==> src/design/gbos_ram.sv <==
// Generic single-port-write, single-port-read RAM with registered read data.
// No dependencies.
`default_nettype none
module gbos_ram #(
    parameter int WIDTH = 8,
    parameter int DEPTH = 16
) (
    input  wire logic                     i_clk,
    input  wire logic                     i_we,
    input  wire logic [$clog2(DEPTH)-1:0] i_waddr,
    input  wire logic [WIDTH-1:0]         i_wdata,
    input  wire logic [$clog2(DEPTH)-1:0] i_raddr,
    output logic      [WIDTH-1:0]         o_rdata
);
    logic [WIDTH-1:0] r_mem [DEPTH];

    always_ff @(posedge i_clk) begin
        if (i_we) begin
            r_mem[i_waddr] <= i_wdata;
        end
        o_rdata <= r_mem[i_raddr];
    end
endmodule
`default_nettype wire

==> config.mk <==
export PLATFORM = sky130hd
export DESIGN_NAME = gbos_ram
export DESIGN_NICKNAME = d
export VERILOG_FILES = /design/src/design/gbos_ram.sv
export SDC_FILE = /design/constraint.sdc
export NUM_CORES = 1
export LEC_CHECK = 0
export BUFFER_PORTS_ARGS = -buffer_cell sky130_fd_sc_hd__buf_2
export CAP_MARGIN = 10
export CORE_ASPECT_RATIO = 1.25
export CORE_MARGIN = 5
export CORE_UTILIZATION = 53
export DETAILED_ROUTE_END_ITERATION = 16
export PLACE_DENSITY = 0.77
export SETUP_SLACK_MARGIN = 0.05
export SLEW_MARGIN = 20
export SYNTH_ARGS = -nofsm -noshare
export SYNTH_HDL_FRONTEND = slang
export SYNTH_SLANG_ARGS = --single-unit
==> constraint.sdc <==
create_clock -name i_clk -period 1.68 [get_ports i_clk]
set_input_delay 0 -clock i_clk [delete_from_list [all_inputs] [get_ports i_clk]]
set_output_delay 0 -clock i_clk [all_outputs]
set_load 0.05 [all_outputs]
==> key figures, run 1 <==
Status
  • Status: finished, final reports clean

Timing
  • Final Hold Vio Count: 0
  • Slew Limit Fails: 0
  • Setup tns final: 0 ns
  • RSZ-0062 raised after global routing: false
  • Worst hold slack: 0.158 ns
  • Final period util: 83.4%
  • Worst Tran Pin Value: 0.684 ns
  • Slew margin rel.: 54.2%
  • Max Clk Rate: 714 MHz
  • Worst Clk Skew: 0.0100 ns
  • Final setup fails: 0
  • Post-layout min period: 1.40 ns

Floorplan
  • # IOs: 26
  • Initial core utilization: 53.8%
  • Die Span X: 98.1 um
  • Core Area: 0.00956 sq mm
  • Die H: 120 um
  • Die area: 0.0118 sq mm
  • Rows: 40

Clock tree
  • CTS clk-pin slew, worst paths: 0.06 ns
  • Setup repair bufs after CTS: 0
  • Hold-fix buffers, CTS: 8
  • H-tree levels: 4
  • CTS tree: built
  • Root buffer cell: clkbuf_16
  • CTS sink cnt: 136
  • Max clock buf depth: 2
  • CTS buffer count: 17
  • Cts repair resizes: 0
  • Clock latency on the worst-skew pair: 0.41 ns

Cells and area
  • Ant. Diodes: 0
  • Final instance area: 0.00620 sq mm
  • Fin util: 64.9%
  • Final nets: 314
  • Fillers: 591
  • Multi-input logic area: 0.00106 sq mm
  • Sequential Area: 0.00400 sq mm
  • Area Growth Syn to Fin: 20.4%
  • Layout cells sized above 1: 31.7%

Synth
  • Post-synth ARST share: 0%
  • Syn_area_per_cell: 22.5 sq um
  • Sequential area share after synthesis: 77.8%
  • Area share of fa/ha/maj cells after synthesis: 0%
  • Cell taking the most area after synthesis: edfxtp_1
  • Ys Warns: 0
  • Yosys top cell area share: 74.7%
  • Flops & latches, synth: 136
  • Ranking of synthesized cells by area: edfxtp_1 (75%), mux4_2 (7.9%), mux4_1 (7.1%)
  • Multiplexer share of the synthesized area: 15.0%
  • Number of synthesized flops with an enable pin: 128
  • Mapped cell area: 0.00515 sq mm
  • Complex-gate fraction of the synthesized area: 2.33%
  • Main combinational cell family by area after synthesis: multiplexers
  • Distinct cells, synth: 19
  • Synth Area in Simple Gates: 3.18%
  • Commonest cells post-synth: edfxtp_1 (128), mux4_2 (18), a22oi_1 (16)
  • Synth Net Count: 247
  • Top-count cell post-synth: edfxtp_1
  • Instance count of the mapped netlist: 229
  • Primary flip-flop cell chosen by synthesis mapping: edfxtp_1
  • Post-Synth XOR/XNOR Area: 0%

Setup path
  • Crit start category: register
  • Slowest cell delay on critical path: 0.59 ns
  • CP cell instances: mux4_1 > a22oi_1 > nand2_1
  • Worst EP arrival: 1.70 ns
  • Slowest CP cell: mux4_1
  • Crit Path Class: register to register
  • Worst Path Required: 1.98 ns
  • Crit. End Element: register
  • Worst Path Max Fanout: 1
  • Critical Path Source: r_mem[5][0]
  • FF-to-FF Start: r_mem[5][0]

Global routing
  • First-pass GRT wire length: 15600 um
  • Overall Global Routing Usage: 18.7%
  • Number of global-route vias before repair: 2599
  • Initial antenna violation count: 0
  • Total global routing overflow: 0
  • Largest net degree at the start of global routing: 33

Pwr
  • Logic pwr share: 5.7%
  • Pleak: 2.13 nW
  • PD cells: 1250 mW/mm^2
  • Clock power frac: 44.9%
  • Net Switching: 0.00162 W
  • Sw frac: 20.9%
  • Peak supply drop: 892 uV
  • Sequential share of power: 49.4%
  • Internal power: 0.00612 W

Run
  • Max Cap Violations: 0

Detailed routing
  • Routed WL per cell: 23.1 um
  • Vias after detailed routing: 2523
  • Initial DRC Count: 228
  • Final WL: 10100 um
  • Drt drc: 0
  • TritonRoute pass-1 iters: 4
  • Final ANT Viol Nets: 0
  • Via density: 5.80

Worst hold path
  • Hold Crit Class: input pin to register
  • Hold Startpoint: i_waddr[0]

Placed design
  • Port bufs: 25
  • Detail Placement HPWL: 6210 um
  • Area after DPL: 0.00556 sq mm
  • Routability cong.: 0.819
power groups by stage:
stage,logic (W),clock network (W),registers (W)
2_1_floorplan,0.000193,0,0.00396
4_1_cts,0.000449,0.00352,0.00382
6_report,0.000442,0.00348,0.00382
3_5_place_dp,0.000430,0,0.00389
3_3_place_gp,0.000420,0,0.00388
5_1_grt,0.000473,0.00371,0.00383
state kept, by name, indices dropped and copies added (netlist names):
| register | cells |
|---|---|
| o_rdata | 8 |
| r_mem | 128 |
per-layer routing:
metal	vias to the layer above	share of wire (%)	track usage (%)
met5	-	0	0
met4	0	1.6	6.92
met3	12	7.3	6.12
met2	111	52	29.1
met1	1286	39	24.9
li1	1114	-	-
cell usage in the layout, fill, tap and decap left out, types with 5 or more instances in the layout:
| cell type | count |
|---|---|
| nand2_1 | 9 |
| buf_4 | 23 |
| dlygate4sd3_1 | 8 |
| edfxtp_1 | 128 |
| mux4_1 | 14 |
| buf_2 | 25 |
| clkinvlp_4 | 5 |
| clkbuf_16 | 17 |
| mux4_2 | 18 |
| dfxtp_1 | 8 |
| a22oi_1 | 16 |
| nor2_1 | 13 |
worst paths after layout:
path	to	slack, ns	cells past startpoint
worst max-delay path	o_rdata[0]	0.28	3
worst max register to register	o_rdata[0]	0.28	3
worst min register to register	o_rdata[1]	0.67	3
worst min-delay path	r_mem[0][5]	0.16	3
cell type report:
| type | instances | area share [%] |
|---|---|---|
| Multi-Input combinational cell | 83 | 17.1 |
| Clock inverter | 14 | 2.16 |
| Sequential cell | 136 | 64.6 |
| Clock buffer | 18 | 6.92 |
| Tap cell | 126 | 2.54 |
| Timing Repair Buffer | 58 | 6.74 |
worst max-delay path: cells and delay by family, from the launching register on:
kind             cells  cell delay, ns
AO/OA/AOI/OAI        1            0.23
multiplexers         1            0.59
flip-flops           1            0.39
AND/OR/NAND/NOR      1            0.08
stage by stage:
| stage | power (W) | setup WS [ns] | instances |
|---|---|---|---|
| floorplan | 0.00415 | 0.187 | 229 |
| global placement | 0.00431 | 0.241 | 395 |
| detailed placement | 0.00432 | 0.213 | 395 |
| CTS | 0.00779 | 0.285 | 435 |
| global route | 0.00800 | 0.217 | 435 |
| finish | 0.00774 | 0.279 | 435 |
logic make-up (layout without fill, tap and decap cells):
family	count (synthesis)	after routing
multiplexers	32	32
AO/OA/AOI/OAI	16	16
buffers and inverters	10	90
AND/OR/NAND/NOR	35	35
flip-flops	136	136
Power figures use the tool's default switching activity.
==> run 2, diff against run 1 <==
--- a/config.mk
+++ b/config.mk
@@ -11,7 +11,7 @@
 export CORE_MARGIN = 5
 export CORE_UTILIZATION = 53
 export DETAILED_ROUTE_END_ITERATION = 16
-export PLACE_DENSITY = 0.77
+export PLACE_DENSITY = 0.79
 export SETUP_SLACK_MARGIN = 0.05
 export SLEW_MARGIN = 20
 export SYNTH_ARGS = -nofsm -noshare
==> constraint.sdc (replaced) <==
create_clock -name i_clk -period 1.23 [get_ports i_clk]
set_input_delay 0 -clock i_clk [delete_from_list [all_inputs] [get_ports i_clk]]
set_output_delay 0 -clock i_clk [all_outputs]
set_load 0.05 [all_outputs]
==> key figures, run 2 (same netlist as run 1, synthesis figures left out) <==
Status
  • Status: finished, violations left
  • Failing checks: setup timing

Global routing
  • First-pass GRT wire length: 16300 um (+4.3%)
  • Grt met2 use: 31.8% (+2.7 points)
  • Total global routing overflow: 0 (unchanged)
  • Met3 usage: 3.92% (-2.2 points)
  • Overall Global Routing Usage: 19.1% (+0.41 points)
  • Initial antenna violation count: 0 (unchanged)
  • Met1 Track Usage GR: 24.6% (-0.31 points)
  • Largest net degree at the start of global routing: 33 (unchanged)
  • GRT busiest layer: met2
  • Number of global-route vias before repair: 2690 (+3.5%)

Placed design
  • Routability cong.: 0.762 (-6.9%)
  • Setup WS pre-CTS: -0.197 ns (-0.410 ns)
  • Detail Placement HPWL: 6290 um (+1.3%)
  • Port bufs: 25 (unchanged)

Timing
  • RSZ-0062 raised after global routing: true
  • Final Hold Vio Count: 0 (unchanged)
  • Final WS setup: -0.0674 ns (-0.346 ns)
  • Post-layout min period: 1.30 ns (-0.104 ns)
  • Slew margin rel.: 40.9% (-13 points)
  • Slew Limit Fails: 0 (unchanged)
  • Final setup fails: 7 (+7)
  • Worst Clk Skew: 0.00772 ns (-0.00229 ns)
  • Worst Tran Pin Value: 0.884 ns (+0.200 ns)
  • Max Clk Rate: 771 MHz (+8.0%)
  • Setup tns final: -0.256 ns (-0.256 ns)
  • Final period util: 105% (+22 points)

Floorplan
  • Die area: 0.0118 sq mm (unchanged)
  • # IOs: 26 (unchanged)
  • Die H: 120 um (unchanged)
  • Die Span X: 98.1 um (unchanged)
  • Core Area: 0.00956 sq mm (unchanged)
  • Rows: 40 (unchanged)
  • Initial core utilization: 53.8% (unchanged)

Pwr
  • Sequential share of power: 46.8% (-2.6 points)
  • Pleak: 2.17 nW (+1.7%)
  • Peak supply drop: 1280 uV (+44%)
  • Net Switching: 0.00217 W (+34%)
  • Clock power frac: 47.4% (+2.5 points)
  • Sw frac: 19.4% (-1.5 points)
  • PD cells: 1760 mW/mm^2 (+41%)
  • Logic pwr share: 5.8% (about the same)
  • Internal power: 0.00899 W (+47%)

Setup path
  • Reg2reg path depth: 3 (unchanged)
  • Crit. End Element: register
  • Crit Path Class: register to register
  • Critical path buffers and inverters: 0 (unchanged)
  • Worst r2r dst: o_rdata[0]
  • Critical Path Source: r_mem[0][0]
  • Slowest CP cell: mux4_2
  • Slowest cell delay on critical path: 0.49 ns (-0.10 ns)
  • Worst EP arrival: 1.58 ns (-0.12 ns)
  • Delay-heaviest family, CP: multiplexers
  • Worst Path Max Fanout: 1 (unchanged)
  • CP cell instances: mux4_2 > a22oi_2 > nand2_1
  • Crit start category: register
  • Worst Path Required: 1.52 ns (-0.46 ns)
  • FF-to-FF Start: r_mem[0][0]
  • R2R setup slack: -0.07 ns (-0.35 ns)

Run
  • Max Cap Violations: 0 (unchanged)

Detailed routing
  • Via density: 5.85 (+0.90%)
  • Final WL: 10200 um (+1.4%)
  • Vias after detailed routing: 2569 (+1.8%)
  • TritonRoute pass-1 iters: 4 (unchanged)
  • Initial DRC Count: 296 (+30%)
  • Final ANT Viol Nets: 0 (unchanged)
  • Routed WL per cell: 23.3 um (+0.48%)
  • Drt drc: 0 (unchanged)

Clock tree
  • Setup repair bufs after CTS: 0 (unchanged)
  • H-tree levels: 4 (unchanged)
  • CTS clk-pin slew, worst paths: 0.06 ns (about the same)
  • Root buffer cell: clkbuf_16
  • CTS tree: built
  • Clock latency on the worst-skew pair: 0.41 ns (about the same)
  • CTS buffer count: 17 (unchanged)
  • Max clock buf depth: 2 (unchanged)
  • CTS sink cnt: 136 (unchanged)

Worst hold path
  • Hold Startpoint: i_waddr[0]
  • Hold Path Sink: r_mem[0][0]
  • Hold path cells: 3 (unchanged)
  • Hold Crit Class: input pin to register

Cells and area
  • Biggest register: r_mem
  • Commonest non-fill, non-tap cell in the layout: edfxtp_1
  • Biggest regs: r_mem x128, o_rdata x8
  • Ant. Diodes: 0 (unchanged)
  • Area Growth Syn to Fin: 23.0%
  • Layout cells sized above 1: 39.6% (+7.9 points)
  • Max reg flops: 128 (unchanged)
  • Final nets: 318 (+1.3%)
  • Commonest cells after routing, fill and taps aside: edfxtp_1 (128), mux4_2 (29), buf_4 (27), buf_2 (25), clkbuf_16 (22)
## run 2: worst max path at each step
stage	end	slack, ns	cells after the start
2_1_floorplan	r_mem[3][0]	-0.04	2
3_3_place_gp	o_rdata[1]	-0.15	5
3_5_place_dp	o_rdata[2]	-0.20	5
4_1_cts	o_rdata[0]	-0.07	3
5_1_grt	o_rdata[0]	-0.10	3
6_report	o_rdata[0]	-0.07	3
## run 2: final cells by class
type                    instances  area, sq um
flip-flops and latches        136         4000
multi-input cells              83         1080
well taps                     126          158
repair buffers                 62          448
clock inverters                 3         40.0
fillers                       596         3230
clock buffers                  29          607
## run 2: routing by layer
layer | part of all wire (%) | vias to the layer above
li1 | - | 1103
met1 | 40 | 1338
met2 | 52 | 112
met3 | 6.3 | 16
met4 | 1.9 | 0
met5 | 0 | -
## run 2: timing repair
| action | 4_1_cts | 5_1_grt |
|---|---|---|
| hold endpoints to repair | 128 | 0 |
| hold buffers | 8 | 0 |
| pin swaps | 9 | 3 |
| setup endpoints to repair | 8 | 8 |
| gates resized for setup | 16 | 4 |
## run 2: per-stage QoR
step | power, W | hold WS [ns] | std cells | area (sq um) | utilization, %
floorplan | 0.00567 | 0.0989 | 229 | 5160 | -
global placement | 0.00589 | 0.375 | 399 | 5600 | 58.6
detailed placement | 0.00591 | 0.387 | 399 | 5600 | 58.6
CTS | 0.0112 | 0.124 | 439 | 6320 | 66.1
global route | 0.0115 | 0.150 | 439 | 6330 | 66.2
finish | 0.0112 | 0.147 | 439 | 6330 | 66.2
## run 2: tightest hold or removal path, cell delays in order
cell and delay (ns):
buf_2 0.17, nor3_2 0.07, buf_4 0.15
## run 2: power by group through the flow
stage / Combinational [W] / Clock (W) / Sequential [W]
detailed placement: 0.000600 / 0 / 0.00531
global route: 0.000693 / 0.00562 / 0.00522
finish: 0.000647 / 0.00529 / 0.00522
floorplan: 0.000264 / 0 / 0.00541
global placement: 0.000585 / 0 / 0.00530
CTS: 0.000647 / 0.00535 / 0.00522
==> run 3, diff against run 2 <==
--- a/config.mk
+++ b/config.mk
@@ -11,8 +11,8 @@
 export CORE_MARGIN = 5
 export CORE_UTILIZATION = 53
 export DETAILED_ROUTE_END_ITERATION = 16
-export PLACE_DENSITY = 0.79
-export SETUP_SLACK_MARGIN = 0.05
+export PLACE_DENSITY = 0.81
+export SETUP_SLACK_MARGIN = 0.3
 export SLEW_MARGIN = 20
 export SYNTH_ARGS = -nofsm -noshare
 export SYNTH_HDL_FRONTEND = slang
==> key figures, run 3 (same netlist as run 1, synthesis figures left out) <==
Floorplan
  • Rows: 40 (unchanged)
  • Die area: 0.0118 sq mm (unchanged)
  • # IOs: 26 (unchanged)
  • Core Area: 0.00956 sq mm (unchanged)
  • Die H: 120 um (unchanged)
  • Die Span X: 98.1 um (unchanged)
  • Initial core utilization: 53.8% (unchanged)

Global routing
  • Total global routing overflow: 0 (unchanged)
  • First-pass GRT wire length: 15800 um (-3.1%)
  • Number of global-route vias before repair: 2688 (-0.074%)
  • Overall Global Routing Usage: 18.8% (-0.28 points)
  • Largest net degree at the start of global routing: 17 (-48%)
  • Initial antenna violation count: 0 (unchanged)

Run
  • Max Cap Violations: 0 (unchanged)

Placed design
  • Routability cong.: 0.754 (-1.1%)
  • Port bufs: 25 (unchanged)
  • Detail Placement HPWL: 6690 um (+6.3%)
  • Placed cell count: 401 (+0.50%)
  • Area after DPL: 0.00569 sq mm (+1.6%)
  • Setup WS pre-CTS: -0.189 ns (+0.00865 ns)

Setup path
  • Worst Path Required: 1.52 ns (about the same)
  • Worst Path Max Fanout: 1 (unchanged)
  • CP cell instances: mux4_2 > a22oi_2 > nand2_1
  • Crit start category: register
  • Crit. End Element: register
  • Crit Path Class: register to register
  • Slowest cell delay on critical path: 0.50 ns (about the same)
  • Slowest CP cell: mux4_2
  • Worst EP arrival: 1.57 ns (about the same)

Detailed routing
  • Initial DRC Count: 175 (-41%)
  • Drt drc: 0 (unchanged)
  • Via density: 5.67 (-3.1%)
  • Final WL: 9850 um (-3.5%)
  • TritonRoute pass-1 iters: 4 (unchanged)
  • Final ANT Viol Nets: 0 (unchanged)
  • Vias after detailed routing: 2500 (-2.7%)
  • Routed WL per cell: 22.3 um (-3.9%)

Pwr
  • Internal power: 0.00877 W (-2.4%)
  • Logic pwr share: 6.6% (+0.8 points)
  • Peak supply drop: 1470 uV (+15%)
  • Sw frac: 20.6% (+1.2 points)
  • Sequential share of power: 47.3% (+0.5 points)
  • Clock power frac: 46.1% (-1.3 points)
  • Pleak: 2.17 nW (+0.11%)
  • PD cells: 1710 mW/mm^2 (-3.1%)
  • Net Switching: 0.00228 W (+5.3%)

Cells and area
  • Commonest cells after routing, fill and taps aside: edfxtp_1 (128), mux4_2 (32), buf_4 (25), clkbuf_16 (17), buf_2 (17)
  • Layout cells sized above 1: 46.0% (+6.4 points)
  • Biggest register: r_mem
  • Fin cells: 441 (+0.46%)
  • Final nets: 320 (+0.63%)
  • Ant. Diodes: 0 (unchanged)
  • Max reg flops: 128 (unchanged)
  • Commonest non-fill, non-tap cell in the layout: edfxtp_1
  • Biggest regs: r_mem x128, o_rdata x8
  • Area Growth Syn to Fin: 25.9%
  • Final instance area: 0.00648 sq mm (+2.3%)

Timing
  • Final Hold Vio Count: 0 (unchanged)
  • Final period util: 104% (-1.9 points)
  • Post-layout min period: 1.27 ns (-0.0240 ns)
  • RSZ-0062 raised after global routing: true
  • Worst Tran Pin Value: 0.907 ns (+0.0231 ns)
  • Final setup fails: 5 (-2)
  • Max Clk Rate: 785 MHz (+1.9%)
  • Slew Limit Fails: 0 (unchanged)
  • Worst hold slack: 0.0981 ns (-0.0494 ns)
  • Slew margin rel.: 39.3% (-1.5 points)
  • Worst Clk Skew: 0.00541 ns (-0.00231 ns)
  • Final WS setup: -0.0434 ns (+0.0240 ns)

Status
  • Failing checks: setup timing
  • Status: finished, violations left

Worst hold path
  • Hold Crit Class: input pin to register

Clock tree
  • Max clock buf depth: 2 (unchanged)
  • CTS sink cnt: 136 (unchanged)
  • CTS clk-pin slew, worst paths: 0.06 ns (about the same)
  • CTS buffer count: 17 (unchanged)
  • Root buffer cell: clkbuf_16
  • H-tree levels: 4 (unchanged)
  • CTS tree: built
  • Clock latency on the worst-skew pair: 0.42 ns (about the same)
  • Setup repair bufs after CTS: 0 (unchanged)
## run 3: cell types whose count changed in the layout (fill, tap and decap cells not counted), sizes merged
cell,change
buf,+2
bufinv,+2
clkbuf,-10
clkinv,+4
clkinvlp,+4
## run 3: power groups by stage
stage          registers, W  logic [W]  clock network, W
2_1_floorplan       0.00541   0.000287                 0
3_3_place_gp        0.00530   0.000628                 0
3_5_place_dp        0.00531   0.000649                 0
4_1_cts             0.00523   0.000731           0.00518
5_1_grt             0.00523   0.000776           0.00540
6_report            0.00523   0.000725           0.00510
## run 3: stage by stage
stage                     total power (W)  TNS, ns  utilization (%)
final                              0.0111  -0.0917             67.8
after global routing               0.0114   -0.526             67.8
after CTS                          0.0111   -0.155             67.7
after detailed placement          0.00596    -1.27             59.5
after global placement            0.00593   -0.994             59.5
after floorplan                   0.00570        0                -
## run 3: metal layers
metal	global-route usage (%)	wire length, um	share of wire, %	vias up
li1	-	-	-	1107
met1	22.5	3670	37	1293
met2	31.9	5490	56	86
met3	5.60	515	5.2	14
met5	0	0	0	-
met4	7.94	176	1.8	0
## run 3: worst paths after layout
kind / from / endpoint / slack (ns) / depth (start not counted)
worst max-delay path: r_mem[3][2] / o_rdata[2] / -0.04 / 3
worst min-delay path: i_waddr[0] / r_mem[4][1] / 0.1 / 3
worst max register to register: r_mem[3][2] / o_rdata[2] / -0.04 / 3
worst min register to register: r_mem[15][5] / o_rdata[5] / 0.67 / 3
## run 3: cell type report
type	count	area (sq um)
Timing Repair Buffer	64	583
Sequential cell	136	4010
Clock buffer	19	453
Fill cell	575	3080
Multi-Input combinational cell	83	1120
Tap cell	126	158
Clock inverter	13	153
## run 3: what timing repair did
action                                 CTS  global route
endpoints found under the hold margin  128             0
gates resized for setup                 28             2
gates cloned                             0             0
setup endpoints to repair               16            13
hold buffers                             8             0
pin swaps                                3             4
## run 3: critical path: cells and delay by family, from the launching register on
kind	cells	cell delay, ns
DFF	1	0.38
and+or+nand+nor	1	0.09
muxes	1	0.50
AOI/OAI and AO/OA	1	0.18
